### config.mk
export PLATFORM = sky130hd
export DESIGN_NAME = dgfs_ram
export DESIGN_NICKNAME = d
export VERILOG_FILES = /design/src/rtl/core/dgfs_ram.sv
export SDC_FILE = /design/constraint.sdc
export NUM_CORES = 1
export LEC_CHECK = 0
export BUFFER_PORTS_ARGS = -buffer_cell sky130_fd_sc_hd__buf_4
export CAP_MARGIN = 40
export CORE_AREA = 4 4 102 104
export DETAILED_ROUTE_END_ITERATION = 10
export DIE_AREA = 0 0 106 108
export HOLD_SLACK_MARGIN = 0.06
export PLACE_DENSITY = 0.78
export RECOVER_POWER = 25
export SYNTH_ARGS = -nofsm -noshare
export SYNTH_HDL_FRONTEND = slang
export SYNTH_SLANG_ARGS = --single-unit
### constraint.sdc
create_clock -name clk -period 3.1 [get_ports clk]
set_clock_uncertainty 0.1 [all_clocks]
set_input_delay 0.62 -clock clk [delete_from_list [all_inputs] [get_ports clk]]
set_output_delay 0.62 -clock clk [all_outputs]
set_load 0.005 [all_outputs]
### src/rtl/core/dgfs_ram.sv
// dgfs_ram: single write port, single read port synchronous RAM, registered read data.
// No package dependency.
module dgfs_ram #(
	parameter int WIDTH = 8,
	parameter int DEPTH = 16
) (
	input  logic                                   clk,
	input  logic                                   we,
	input  logic [((DEPTH > 1) ? $clog2(DEPTH) : 1)-1:0] waddr,
	input  logic [WIDTH-1:0]                       wdata,
	input  logic [((DEPTH > 1) ? $clog2(DEPTH) : 1)-1:0] raddr,
	output logic [WIDTH-1:0]                       rdata
);

	logic [WIDTH-1:0] mem [DEPTH];

	always_ff @(posedge clk) begin
		if (we) begin
			mem[waddr] <= wdata;
		end
		rdata <= mem[raddr];
	end

endmodule

==> qor.yml <==
outcome:
  status: "complete, no violations"
grt:
  grt_overflow: 0
  grt_pass1_vias: 2506
  grt_max_degree: 33
  grt_antenna_before_repair: 0
  grt_first_pass_wirelength_um: 15480
  track_usage: 0.1920
cts:
  cts_tree: "yes"
  clock_latency_ns: 0.51
  post_cts_buffers: 0
  cts-root-buf: "clkbuf_8"
  hold_buffers: 0
  clock_sinks: 136
  cts_resized: 0
  numCtsBuffers: 17
  clk_pin_slew_ns: 0.06
  cts_buffer_depth: 2
  h-tree-depth: 4
power:
  cellLeakagePower_uw: 0.002017
  cellPowerDensity_nw_per_um2: 686.4
  ir_drop_mv: 0.3712
finish:
  drive_gt1_frac: 0.2737
  area_growth_pct: 17.14
  finalCoreUtilization: 0.6314
  insertedDiodeCount: 0
  final_nets: 290
sta:
  maxSlewHeadroom: 0.3744
  fin_setup_tns_ns: 0
  fmax_ghz: 0.5308
  period_share: 0.6077
  drv_slew: 0
  finalWorstSetupSlack_ns: 1.216
  holdWs_ns: 0.3350
  final-setup-viol-count: 0
  tightest_slew_ns: 0.9349
  rsz0062_at_grt: "no"
  finalHoldViolations: 0
  min_period_ns: 1.884
worst_setup_path:
  cp_max_fo: 8
  startpoint: "waddr[2]"
  path_cells: "buf_4, or3b_2, nor2_1"
  end_kind: "flip-flop"
  reg2reg_from: "mem[3][6]"
  crit_arrival_ns: 1.91
  crit_buf_inv: 1
  cp_top_family: "simple AND/OR/NAND/NOR gates"
  start_kind: "input port"
  path_class: "in -> reg"
  cp_slowest_stage_delay_ns: 0.66
  cp_data_required_time_ns: 3.13
  timing.reg2reg.setup_slack_ns: 1.59
  critical_path.slowest_cell: "nor2_1"
  r2r-end: "rdata[6]"
  r2r_cells: 3
synthesis:
  synth_most_common_cell: "edfxtp_1"
  async_flop_share: 0
  synth_edf_count: 128
  synth_ff_type: "edfxtp_1"
  synth.distinct_cells: 19
  seq_area_frac_synth: 0.7778
  syn-cell-area_um2: 5147
  syn-mean-instance-area_um2: 22.48
  postSynthCellCount: 229
  syn-num-nets: 247
  yosys.area.top_type: "edfxtp_1"
  synth-warning-count: 0
  synthTopCellsByCount: "edfxtp_1 (128), mux4_2 (18), a22oi_1 (16)"
  synth_top_area_frac: 0.7467
  synth_area_leaders: "edfxtp_1 (75%), mux4_2 (7.9%), mux4_1 (7.1%), dfxtp_1 (3.1%), a22oi_1 (2.3%)"
  synth-seq-cells: 136
hold_path:
  worstHoldStart: "wdata[5]"
  whs_path_depth: 1
  worstHoldEndpoint: "mem[11][5]"
  hold_class: "in -> reg"
drt:
  num_vias: 2434
  routed_wirelength_um: 9945
  first_pass_iters: 5
  drc: 0
  routed_via_density: 5.823
  drtAntennaViolNets: 0
  wl_per_cell_um: 23.79
  drt_iter0_drc: 244
floorplanning:
  fp-row-count: 36
  die_h_um: 108
  io_pins: 26
  die_w_um: 106
  dieArea_um2: 11450
  core_um2: 9549
  start_util: 0.5390
flow_run:
  cap_violations: 0
placement:
  dp_hpwl_um: 5977
  pre_cts_slack_ns: 0.7002
  portBuffers: 25
  routabilityCongestion: 0.7343
## routing by layer
metal | global-route usage | vias to the layer above | wire length, um
met5 | 0 | - | 0
met3 | 0.04179 | 10 | 629
met4 | 0.06660 | 0 | 111
met2 | 0.3046 | 98 | 4959
met1 | 0.2691 | 1263 | 4244
li1 | - | 1063 | -
## cell usage in the layout (no fill, tap or decap), drive strengths merged
master,Yosys,final
bufinv,0,2
a22oi,16,16
clkinvlp,0,2
clkbuf,0,23
nand2b,2,2
dfxtp,8,8
and2,1,1
inv,0,1
nand3,1,1
buf,7,28
nor2b,1,1
nand3b,2,2
mux4,32,32
edfxtp,128,128
nand2,9,9
and2b,1,1
or3b,1,1
clkinv,0,10
nor3,4,4
nor2,13,13
## cells by family after synthesis
group                  after synthesis  synth area share
muxes                               32            0.1502
and+or+nand+nor                     35           0.03184
DFF                                136            0.7778
AOI/OAI and AO/OA                   16           0.02334
buffers and inverters               10           0.01677
## power by group
group / leakage (uW) / internal, uW / switching [uW]
sequential: 0.00122 / 2060 / 13.7
clock: 0.000275 / 1140 / 736
combinational: 0.000517 / 83.8 / 104
## worst max path at each step
stage	endpoint	slack, ns	cells past startpoint
floorplan	mem[0][0]	0.89	2
global placement	rdata[1]	0.70	4
CTS	mem[1][3]	1.23	3
detailed placement	rdata[1]	0.70	4
finish	mem[1][3]	1.22	3
global route	rdata[1]	1.14	4
## sequential cells by signal, summed over array words and instances (netlist names)
register,cells
rdata,8
mem,128
## metrics by stage
| step | area, um^2 | instances | power (uW) |
|---|---|---|---|
| after global placement | 5475 | 385 | 2293 |
| after floorplan | 5147 | 229 | 2208 |
| final | 6030 | 418 | 4138 |
| after CTS | 6045 | 417 | 4174 |
| after global routing | 6030 | 418 | 4283 |
| after detailed placement | 5475 | 385 | 2301 |
## layout make-up
cell class | count | area, um^2
Clock inverter | 15 | 155.1
Sequential cell | 136 | 4004
Fill cell | 675 | 3520
Multi-Input combinational cell | 83 | 1057
Tap cell | 133 | 166.4
Clock buffer | 17 | 414.1
Timing Repair Buffer | 34 | 232.7
(Power assumes the default switching activity.)
