$ cat config.mk
export PLATFORM = sky130hd
export DESIGN_NAME = dgfs_arith
export DESIGN_NICKNAME = d
export VERILOG_FILES = /design/src/rtl/core/dgfs_pkg.sv /design/src/rtl/core/dgfs_arith.sv
export SDC_FILE = /design/constraint.sdc
export NUM_CORES = 1
export LEC_CHECK = 0
export BUFFER_PORTS_ARGS = -buffer_cell sky130_fd_sc_hd__buf_2
export CAP_MARGIN = 20
export CORE_MARGIN = 2
export CORE_UTILIZATION = 35
export DETAILED_ROUTE_END_ITERATION = 10
export PLACE_DENSITY = 0.63
export SLEW_MARGIN = 0
export SYNTH_ARGS = -nofsm -noshare
export SYNTH_HDL_FRONTEND = slang
export SYNTH_SLANG_ARGS = --single-unit
export TNS_END_PERCENT = 1
$ cat constraint.sdc
create_clock -name clk -period 6.8 [get_ports clk]
set_clock_uncertainty 0.05 [all_clocks]
set_input_delay 1.36 -clock clk [delete_from_list [all_inputs] [get_ports clk]]
set_output_delay 1.36 -clock clk [all_outputs]
set_load 0.02 [all_outputs]
$ cat src/rtl/core/dgfs_pkg.sv
// dgfs_pkg: shared constants, codes and types for the diagonal Gaussian fit/score block.
// No dependencies; compiled first.
package dgfs_pkg;

	localparam int KIND_W     = 2;
	localparam int FEAT_W     = 24;
	localparam int STATUS_W   = 3;
	localparam int SCORE_W    = 48;
	localparam int FCOUNT_W   = 5;
	localparam int IV_W       = 32;
	localparam int WIDE_W     = 64;
	localparam int CFG_IDX_W  = 1;
	localparam int CFG_DATA_W = 48;
	localparam int FRAC_SHIFT = 40;
	localparam int TERM_SHIFT = 25;

	localparam int MUL_STEPS = 32;
	localparam int DIV_STEPS = 64;
	localparam int STEP_W    = $clog2(DIV_STEPS);

	localparam logic [KIND_W-1:0] KIND_TRAIN    = 2'd0;
	localparam logic [KIND_W-1:0] KIND_FINISH   = 2'd1;
	localparam logic [KIND_W-1:0] KIND_SCORE    = 2'd2;
	localparam logic [KIND_W-1:0] KIND_RESERVED = 2'd3;

	localparam logic [STATUS_W-1:0] ST_SCORE_READY = 3'd0;
	localparam logic [STATUS_W-1:0] ST_TRAIN_DONE  = 3'd1;
	localparam logic [STATUS_W-1:0] ST_NO_SAMPLES  = 3'd2;
	localparam logic [STATUS_W-1:0] ST_MISMATCH    = 3'd3;
	localparam logic [STATUS_W-1:0] ST_NOT_TRAINED = 3'd4;

	localparam logic [CFG_IDX_W-1:0] REG_FEATURE_COUNT   = 1'd0;
	localparam logic [CFG_IDX_W-1:0] REG_SCORE_THRESHOLD = 1'd1;

	localparam logic [SCORE_W-1:0] SCORE_MAX = '1;
	localparam logic [IV_W-1:0]    IV_MAX    = '1;

	typedef enum logic {
		ARITH_MUL,
		ARITH_DIV
	} arith_op_t;

	typedef struct packed {
		logic      start;
		arith_op_t op;
	} arith_req_t;

endpackage

$ cat src/rtl/core/dgfs_arith.sv
// dgfs_arith: shared serial unit, shift-add multiply (low 64 bits) or restoring divide.
// Depends on dgfs_pkg.
module dgfs_arith (
	input  logic                          clk,
	input  logic                          arst_n,
	input  dgfs_pkg::arith_req_t          req,
	input  logic [dgfs_pkg::WIDE_W-1:0]   op_a,
	input  logic [dgfs_pkg::WIDE_W-1:0]   op_b,
	output logic                          done,
	output logic [dgfs_pkg::WIDE_W-1:0]   res
);

	logic                          busy_q;
	logic                          done_q;
	dgfs_pkg::arith_op_t           op_q;
	logic [dgfs_pkg::STEP_W-1:0]   cnt_q;
	logic [dgfs_pkg::WIDE_W-1:0]   a_q;
	logic [dgfs_pkg::WIDE_W-1:0]   b_q;
	logic [dgfs_pkg::WIDE_W-1:0]   acc_q;
	logic [dgfs_pkg::WIDE_W:0]     rem_q;
	logic [dgfs_pkg::WIDE_W:0]     rem_sh;
	logic                          fits;

	assign rem_sh = {rem_q[dgfs_pkg::WIDE_W-1:0], a_q[dgfs_pkg::WIDE_W-1]};
	assign fits   = rem_sh >= {1'b0, b_q};

	always_ff @(posedge clk or negedge arst_n) begin
		if (!arst_n) begin
			busy_q <= 1'b0;
			done_q <= 1'b0;
			cnt_q  <= '0;
			op_q   <= dgfs_pkg::ARITH_MUL;
		end else begin
			done_q <= 1'b0;
			if (req.start) begin
				busy_q <= 1'b1;
				op_q   <= req.op;
				cnt_q  <= (req.op == dgfs_pkg::ARITH_MUL) ?
					dgfs_pkg::STEP_W'(dgfs_pkg::MUL_STEPS - 1) :
					dgfs_pkg::STEP_W'(dgfs_pkg::DIV_STEPS - 1);
			end else if (busy_q) begin
				cnt_q <= cnt_q - 1'b1;
				if (cnt_q == '0) begin
					busy_q <= 1'b0;
					done_q <= 1'b1;
				end
			end
		end
	end

	always_ff @(posedge clk) begin
		if (req.start) begin
			a_q   <= op_a;
			b_q   <= op_b;
			acc_q <= '0;
			rem_q <= '0;
		end else if (busy_q) begin
			if (op_q == dgfs_pkg::ARITH_MUL) begin
				if (b_q[0]) begin
					acc_q <= acc_q + a_q;
				end
				a_q <= a_q << 1;
				b_q <= b_q >> 1;
			end else if (fits) begin
				rem_q <= rem_sh - {1'b0, b_q};
				a_q   <= {a_q[dgfs_pkg::WIDE_W-2:0], 1'b1};
			end else begin
				rem_q <= rem_sh;
				a_q   <= {a_q[dgfs_pkg::WIDE_W-2:0], 1'b0};
			end
		end
	end

	assign done = done_q;
	assign res  = (op_q == dgfs_pkg::ARITH_DIV) ? a_q : acc_q;

endmodule

==> impl_metrics.ini, run 1 <==
[setup_path]
required_ps = 7200
endpoint_kind = register
reg2reg_from = b_q[52]
crit_type = register to register
crit_path_start = b_q[52]
worstPathMaxFanout = 43
cp-start-kind = register
worstPathArrival_ps = 4410

[synthesis]
syn-cell-area_um2 = 19500
syn_avg_cell_area_um2 = 8.49
synth_most_common_cell = nand2_1
netlist.area_leader.share = 0.197
ys_ff_latch = 265
yosysUniqueCellTypes = 96
yosysTopAreaCell = edfxtp_1
yosys-top-cells-count = 345 x nand2_1, 224 x a21oi_1, 192 x o21ai_0
seq_area_frac_synth = 0.341
synth_ff_type = edfxtp_1
syn_inst = 2292
ys_warn_count = 0
syn_nets = 2555
synth-edff-count = 128
synth_area_leaders = edfxtp_1 20%, dfxtp_1 13%, ha_1 8.3%, mux2_2 7.3%, nand2_1 6.7%
synth-async-reset-ratio = 0.0340

[clock_tree]
cts_resized = 0
clkTransAtPathRegs_ps = 60
post-cts-setup-buffer-count = 0
h-tree-depth = 2
cts_root_buf = clkbuf_16
clock_latency_ps = 560
cts-hold-fix-buffers = 0
cts_buffers = 35
cts_sinks = 265
cts_tree = built
cts_max_path_buffers = 3

[detailed_routing]
drtPass1Iterations = 5
drt-wirelength-per-cell_um = 17.8
ant_nets = 0
drcViolationCount = 0
viasPerCell = 5.51
routed_wl_um = 56500
drtIter0Drc = 1144
vias = 17500

[placement]
port_buffers = 196
dp_cells = 3111
place_area_um2 = 20900
place_ws_ps = 2800
gp_congestion = 0.923
dpl.hpwl_um = 40900

[pwr]
powerDensity_nw_per_um2 = 280
combPwrFrac = 0.350
vdd_ir_drop_max_uv = 148
intPower_uw = 3970
swShare = 0.360
pwr-share-seq = 0.324
cellLeakagePower_uw = 0.00933
p_clk_frac = 0.325
p_sw_uw = 2230

[global_route]
gr-total-overflow = 0
antenna_found_initial = 1
grt_max_degree = 171
grt_usage = 0.193
grt_pass1_wl_um = 89900
grt_pass1_vias = 17300

[die]
die-area_um2 = 57500
die_w_um = 240
start_util = 0.353
fp.coreArea_um2 = 55100
ioPinCount = 197
num_rows = 86
die_h_um = 240

[sta]
drv_slew = 0
fmax_mhz = 249
fin_ws_ps = 2790
period_needed_ps = 4010
fin_setup_tns_ps = 0
slew_headroom = 0.301
setup_violations = 0
rsz0062_at_grt = no
finalCritPeriodShare = 0.590
tightest_slew_ps = 1050
hold_viol = 0

[hold_path]
hold_start = acc_q[46]
hp-class = register to register

[finish]
final_nets = 2663
final_cell_area_um2 = 22200
layout-drive-gt1-share = 0.189
syn2layout_area_growth_pct = 13.9
stdcell_count = 3175

[status]
status = complete, no violations

[job]
max_cap_violations = 0
## per-layer routing
| metal | share of wire | wire (um) | global-route usage |
|---|---|---|---|
| met1 | 0.43 | 24200 | 0.239 |
| met2 | 0.49 | 27400 | 0.340 |
| met3 | 0.050 | 2830 | 0.0256 |
| met4 | 0.034 | 1930 | 0.0725 |
| met5 | 0 | 0 | 0 |
## placed cells by master, fill, tap and decap left out, types with 9 or more instances in the layout
cell	synthesis	layout
o21a_1	19	19
buf_4	4	15
nor2b_1	11	11
nand4_1	43	43
buf_2	15	195
nand2_2	12	12
o211ai_1	19	19
o21ai_0	192	192
a211oi_1	19	19
nand3_1	36	35
o31ai_1	11	11
o21bai_1	17	17
and2_1	20	19
xnor2_1	62	62
a31oi_1	32	32
a311oi_1	16	16
nor3_1	30	30
nand2_1	345	345
dfxtp_1	128	128
a22o_1	13	13
and3_1	19	18
edfxtp_1	128	128
a311oi_2	11	11
nor2_1	112	111
inv_1	105	104
xor2_1	39	39
a21boi_0	9	9
a21oi_1	224	224
a21o_1	61	60
or3_1	20	20
ha_1	129	129
clkbuf_16	0	37
mux2_2	126	126
## final timing paths
kind	to	slack, ps	cells past startpoint
min reg2reg	acc_q[46]	410	2
min in group asynchronous	cnt_q[4]	610	1
max	rem_q[9]	2790	12
max in group asynchronous	op_q	5870	1
max reg2reg	rem_q[9]	2790	12
min	acc_q[46]	410	2
## critical path, stage by stage, from the launching register on
cell      delay, ps
edfxtp_1        350
inv_1            60
ha_1            410
and3_2          260
and3_1          300
nand4_1         150
or4_4           510
nand2b_4        150
o211ai_2        110
or2_2           770
buf_4           420
nand2_2          80
a311oi_2        270
## cells by family after synthesis
kind of cell               Yosys count  synth area share
buffers and inverters              246            0.0519
AOI/OAI and AO/OA                  722             0.236
and+or+nand+nor                    693             0.164
xor gates and xnor gates           101            0.0454
DFF                                265             0.341
muxes                              134            0.0770
adders and majority gates          131            0.0850
## state kept, by name, indices dropped and copies added (netlist names)
name,cells
cnt_q,6
acc_q,64
rem_q,64
op_q,1
busy_q,1
b_q,64
done,1
a_q,64
## final cells by class
cell class / count / area [um^2]
inverters: 105 / 394
repair buffers: 212 / 1120
fillers: 5603 / 32900
flip-flops and latches: 265 / 6630
clock buffers: 46 / 990
diodes: 1 / 2.50
well taps: 748 / 936
multi-input cells: 1781 / 11800
clock inverters: 17 / 249
## power by group through the flow
stage	Sequential [uW]	Clock (uW)	Combinational, uW
floorplan	1990	0	1650
global placement	2040	0	2130
detailed placement	2040	0	2140
CTS	2010	2070	2160
global route	2040	2120	2400
finish	2010	2020	2170
## metrics by stage
step | power [uW] | hold WS [ps] | utilization
after CTS | 6240 | 417 | 0.402
final | 6200 | 414 | 0.402
after global placement | 4170 | 403 | 0.380
after detailed placement | 4190 | 409 | 0.380
after global routing | 6560 | 440 | 0.402
after floorplan | 3640 | 390 | -
Note: power is estimated with default switching activity, not from simulation.
==> inputs of run 2 (changes only) <==
Settings changed: ABC_AREA from default to 1.
Clock period 6.8 ns to 4.2 ns, I/O delays scaled along.
==> run 2 against run 1 <==
Effect of this change:
- die area increased by 17%
- first-iteration DRC count increased by 71%
- combinational power rose by 97%
- synthesized area up 18%
- final cell count rose by 51%
- worst setup slack lost 2100 ps
- critical path depth is 9 lower
- synthesized cell count increased by 65%
- cell area grew 17%
- power up 71%
==> impl_metrics.ini, run 2 <==
[die]
ioPinCount = 197
die-area_um2 = 67500
num_rows = 93
die_h_um = 260
start_util = 0.355
die_w_um = 260
fp.coreArea_um2 = 64600

[synthesis]
syn_inst = 3774
ys_ff_latch = 265
synth_ff_type = edfxtp_1
syn_nets = 4037
seq_area_frac_synth = 0.290
yosysTopAreaCell = nand2_1
syn_avg_cell_area_um2 = 6.07
syn-cell-area_um2 = 22900
yosysUniqueCellTypes = 42
netlist.area_leader.share = 0.213
ys_warn_count = 0
synth_area_leaders = nand2_1 21%, edfxtp_1 17%, inv_1 12%, dfxtp_1 11%, ha_1 7.0%
synth-edff-count = 128
synth_most_common_cell = nand2_1
yosys-top-cells-count = 1301 x nand2_1, 716 x inv_1, 312 x nor2_1
synth-async-reset-ratio = 0.0340

[sta]
rsz0062_at_grt = no
slew_headroom = 0.287
hold_viol = 0
drv_slew = 0
finalCritPeriodShare = 0.833
setup_violations = 0
fin_setup_tns_ps = 0
period_needed_ps = 3500
holdWs_ps = 71.7
tightest_slew_ps = 1070
fmax_mhz = 286

[setup_path]
required_ps = 3310
crit_path_top_delay_cell = dfrtp_4
worstPathMaxFanout = 68
crit_type = register to output pin
cp-start-kind = register
cp_num_buf_inv = 2
crit_family = buffers and inverters
crit_chain = buf_4 > o21ai_0 > buf_2
worstPathArrival_ps = 2610
crit_path_max_incr_delay_ps = 770
endpoint_kind = output pin

[status]
status = complete, no violations

[detailed_routing]
dr_wl_met2_um = 32600
viasPerCell = 4.77
drtIter0Drc = 1960
wl_met1_um = 35300
route.met3.wl_um = 3920
drtPass1Iterations = 6
drcViolationCount = 0
drt-wirelength-per-cell_um = 15.3
routed_wl_um = 73800
ant_nets = 0
vias = 23000
highest_layer = met4

[global_route]
gr-total-overflow = 0
antenna_found_initial = 3
grt_max_degree = 96
grt_usage = 0.216
grt_pass1_vias = 21300
grt_pass1_wl_um = 116000

[pwr]
total_power_uw = 10600
powerDensity_nw_per_um2 = 410
cellLeakagePower_uw = 0.0137
vdd_ir_drop_max_uv = 338

[clock_tree]
post-cts-setup-buffer-count = 0
cts-hold-fix-buffers = 0
clock_latency_ps = 570
cts_max_path_buffers = 3
h-tree-depth = 2
clkTransAtPathRegs_ps = 50
cts_resized = 0
cts_root_buf = clkbuf_16
cts_tree = built
cts_buffers = 35
cts_sinks = 265

[placement]
port_buffers = 196
dpl.hpwl_um = 58900
place_area_um2 = 24700
gp_congestion = 1.02

[finish]
layout-drive-gt1-share = 0.0893
final_cell_area_um2 = 25900
final_common_cell = nand2_1
mostFrequentLayoutCells = 1301 x nand2_1, 714 x inv_1, 312 x nor2_1, 269 x o21ai_0, 228 x a21oi_1
syn2layout_area_growth_pct = 13.1
final_nets = 4188
postLayoutCoreUtil = 0.401

[hold_path]
hp-class = input port to asynchronous set/reset pin

[job]
max_cap_violations = 0
[run 2: cell count changes in the layout (fill, tap and decap cells not counted), sizes merged, moves of 71 or more]
cell	before	now
nor2	114	327
o21ai	200	271
nand3	36	180
nand2	357	1330
inv	106	730
mux2	126	0
[run 2: area by class of cell]
class                      count  area (um^2)
fill                        7126        38700
antenna                        3         7.51
timing repair buffer         213         1170
inverter                     731         2750
clock inverter                19          220
tap                          855         1070
sequential                   265         6640
clock buffer                  44          951
multi-input combinational   2679        13100
[run 2: kinds of logic after synthesis]
kind of cell    synth area share
buf+inv                    0.139
fa+ha+maj                 0.0722
simple gates               0.337
xor+xnor                  0.0260
flops                      0.290
compound gates             0.136
[run 2: metrics by stage]
step,worst slack (ps),instances
floorplan,1170,3774
global route,491,4806
global placement,1220,4742
CTS,627,4805
detailed placement,1160,4742
finish,701,4809
[run 2: path summary, 6_finish.rpt]
kind	startpoint	endpoint	slack (ps)	cells after the start
max in group asynchronous	arst_n	cnt_q[1]	3820	1
setup reg to reg	b_q[30]	rem_q[48]	1180	15
hold reg to reg	acc_q[0]	acc_q[0]	420	2
hold / removal	arst_n	cnt_q[0]	70	1
setup / recovery	op_q	res[1]	700	3
min in group clk	acc_q[0]	acc_q[0]	420	2
[run 2: worst register-to-register path, cell delays in order (launching register included)]
cell	delay, ps
edfxtp_1	320
inv_1	60
ha_1	350
nand2_1	130
nor2_1	290
nand2_1	190
nor2_1	200
nand2_2	90
nand2_4	100
nand2_4	180
nand2_4	130
buf_4	370
nand3_1	260
nand3_1	140
nand2_1	60
inv_1	40
[run 2: routing by layer]
layer	vias up	GRT usage
li1	12000	-
met3	84	0.0238
met2	585	0.349
met5	-	0
met4	0	0.0629
met1	10300	0.302
[run 2: power breakdown]
group | switching (uW) | internal [uW] | total [uW]
combinational | 2920 | 1360 | 4280
clock | 1220 | 1860 | 3080
sequential | 213 | 3040 | 3260
==> inputs of run 3 (changes only) <==
Settings changed: PLACE_DENSITY 0.63 to 0.64.
Clock period 4.2 ns to 3 ns, I/O delays scaled along.
==> run 3 against run 2 <==
Effect of this change:
- count of clock-buffer cells in the layout up 10
- final cell count is 0.25% higher
- clock power is 40% higher
- power is 41% higher
- via count increased by 0.52%
- core utilization grew 0.22 points
- global-route usage up 0.81 points
- critical endpoint is now acc_q[48]
==> impl_metrics.ini, run 3 (same netlist as run 2, synthesis figures left out) <==
[placement]
port_buffers = 196
gp_congestion = 0.984
dpl.hpwl_um = 60500
dp_cells = 4753
place_area_um2 = 24900

[die]
die-area_um2 = 67500
fp.coreArea_um2 = 64600
start_util = 0.355
ioPinCount = 197
die_w_um = 260
die_h_um = 260
num_rows = 93

[clock_tree]
cts_root_buf = clkbuf_16
clock_latency_ps = 580
post-cts-setup-buffer-count = 0
cts_sinks = 265
clkTransAtPathRegs_ps = 60
h-tree-depth = 2
cts_buffers = 35
cts_tree = built
cts_max_path_buffers = 3

[sta]
drv_slew = 0
finalCritPeriodShare = 0.922
fmax_mhz = 361
rsz0062_at_grt = yes
tightest_slew_ps = 966
slew_headroom = 0.356
period_needed_ps = 2770
hold_viol = 0
setup_violations = 0

[pwr]
vdd_ir_drop_max_uv = 427
cellLeakagePower_uw = 0.0138
powerDensity_nw_per_um2 = 577

[detailed_routing]
drt-wirelength-per-cell_um = 15.7
viasPerCell = 4.79
ant_nets = 0
drtIter0Drc = 1673
vias = 23100
drtPass1Iterations = 5
routed_wl_um = 75700
drcViolationCount = 0

[finish]
seq_area_um2 = 6640
stdcell_count = 4821
layout-drive-gt1-share = 0.0916
fillerInstances = 7131
syn2layout_area_growth_pct = 13.7
final_common_cell = nand2_1
multiInputGateArea_um2 = 13100
final_cell_area_um2 = 26000
final_nets = 4199
postLayoutCoreUtil = 0.403
mostFrequentLayoutCells = 1298 x nand2_1, 714 x inv_1, 312 x nor2_1, 269 x o21ai_0, 226 x a21oi_1

[setup_path]
timing.critical_path.mode_cell = nand2_1
crit_path_max_incr_delay_ps = 400
crit_family = simple AND/OR/NAND/NOR gates
required_ps = 3420
worstPathMaxFanout = 4
endpoint_kind = register
cp_num_buf_inv = 3
crit_type = register to register
crit_path_top_delay_cell = fa_1
worstPathArrival_ps = 3180
cp-start-kind = register
crit_chain = ha_1 > inv_1 > fa_1 > inv_1 > nand3_1 > nand2_2 > nand2_1 > nand2_1 > nand2_1 > nand2_1 > nand2_1 > a21oi_2 > nand2_1 > nand3_1 > nand3_1 > nand2_1 > inv_1

[job]
max_cap_violations = 0

[status]
status = complete, no violations

[global_route]
antenna_found_initial = 4
grt_max_degree = 112
gr-total-overflow = 0
grt_pass1_vias = 22100
grt_usage = 0.224
grt_pass1_wl_um = 120000

[hold_path]
hp-class = input port to register
run 3: changes by cell type in the layout (fill, tap and decap cells not counted), sizes merged:
cell,change
inv,+3
diode,+1
buf,+10
clkbuf,+10
clkinv,-12
clkinvlp,-1
dlygate4sd3,+1
run 3: through the flow:
| step | worst slack, ps | hold WS [ps] | total power, uW | TNS, ps |
|---|---|---|---|---|
| floorplan | 113 | 254 | 8960 | 0 |
| global placement | 93.5 | 405 | 10700 | 0 |
| detailed placement | 83.5 | 417 | 10700 | 0 |
| CTS | 59.5 | 213 | 15100 | 0 |
| global route | -25.7 | 236 | 16100 | -25.7 |
| finish | 233 | 240 | 15000 | 0 |
run 3: timing repair:
item / CTS / global route
setup endpoints to repair: 0 / 16
hold buffers: 1 / 0
endpoints found under the hold margin: 9 / 0
gates resized for setup: 0 / 7
run 3: report_power, final:
| group | total, uW | leakage (uW) | internal [uW] | switching (uW) |
|---|---|---|---|---|
| logic | 6150 | 0.0107 | 1980 | 4170 |
| registers | 4550 | 0.00253 | 4260 | 287 |
| clock network | 4320 | 0.000550 | 2600 | 1720 |
| total | 15000 | 0.0138 | 8840 | 6180 |
run 3: final cells by class:
cell class,count,area share
Antenna cell,4,0.000384
Sequential cell,265,0.255
Multi-Input combinational cell,2679,0.504
Clock buffer,54,0.0375
Timing Repair Buffer,224,0.0505
Inverter,731,0.105
Tap cell,855,0.0411
Clock inverter,9,0.00615
run 3: worst register-to-register path, stage by stage (launching register included):
cell and delay [ps]:
edfxtp_1 370, ha_1 190, inv_1 60, fa_1 400, inv_1 100, nand3_1 80
nand2_2 130, nand2_1 60, nand2_1 150, nand2_1 70, nand2_1 150, nand2_1 180
a21oi_2 240, nand2_1 110, nand3_1 80, nand3_1 110, nand2_1 100, inv_1 40
run 3: final timing paths:
path                       cells after the start  slack, ps         to     start
max                                           17        230  acc_q[48]    a_q[0]
min                                            3        240    a_q[49]  op_a[49]
max reg2reg                                   17        230  acc_q[48]    a_q[0]
min reg2reg                                    2        420   acc_q[0]  acc_q[0]
max in group asynchronous                      2       2240       op_q    arst_n
min in group asynchronous                      2        460       op_q    arst_n
run 3: layer usage:
metal | routed length (um) | vias to the layer above | track usage
li1 | - | 12000 | -
met1 | 35600 | 10300 | 0.308
met2 | 33100 | 564 | 0.360
met3 | 4290 | 114 | 0.0264
met4 | 2670 | 0 | 0.0800
met5 | 0 | - | 0
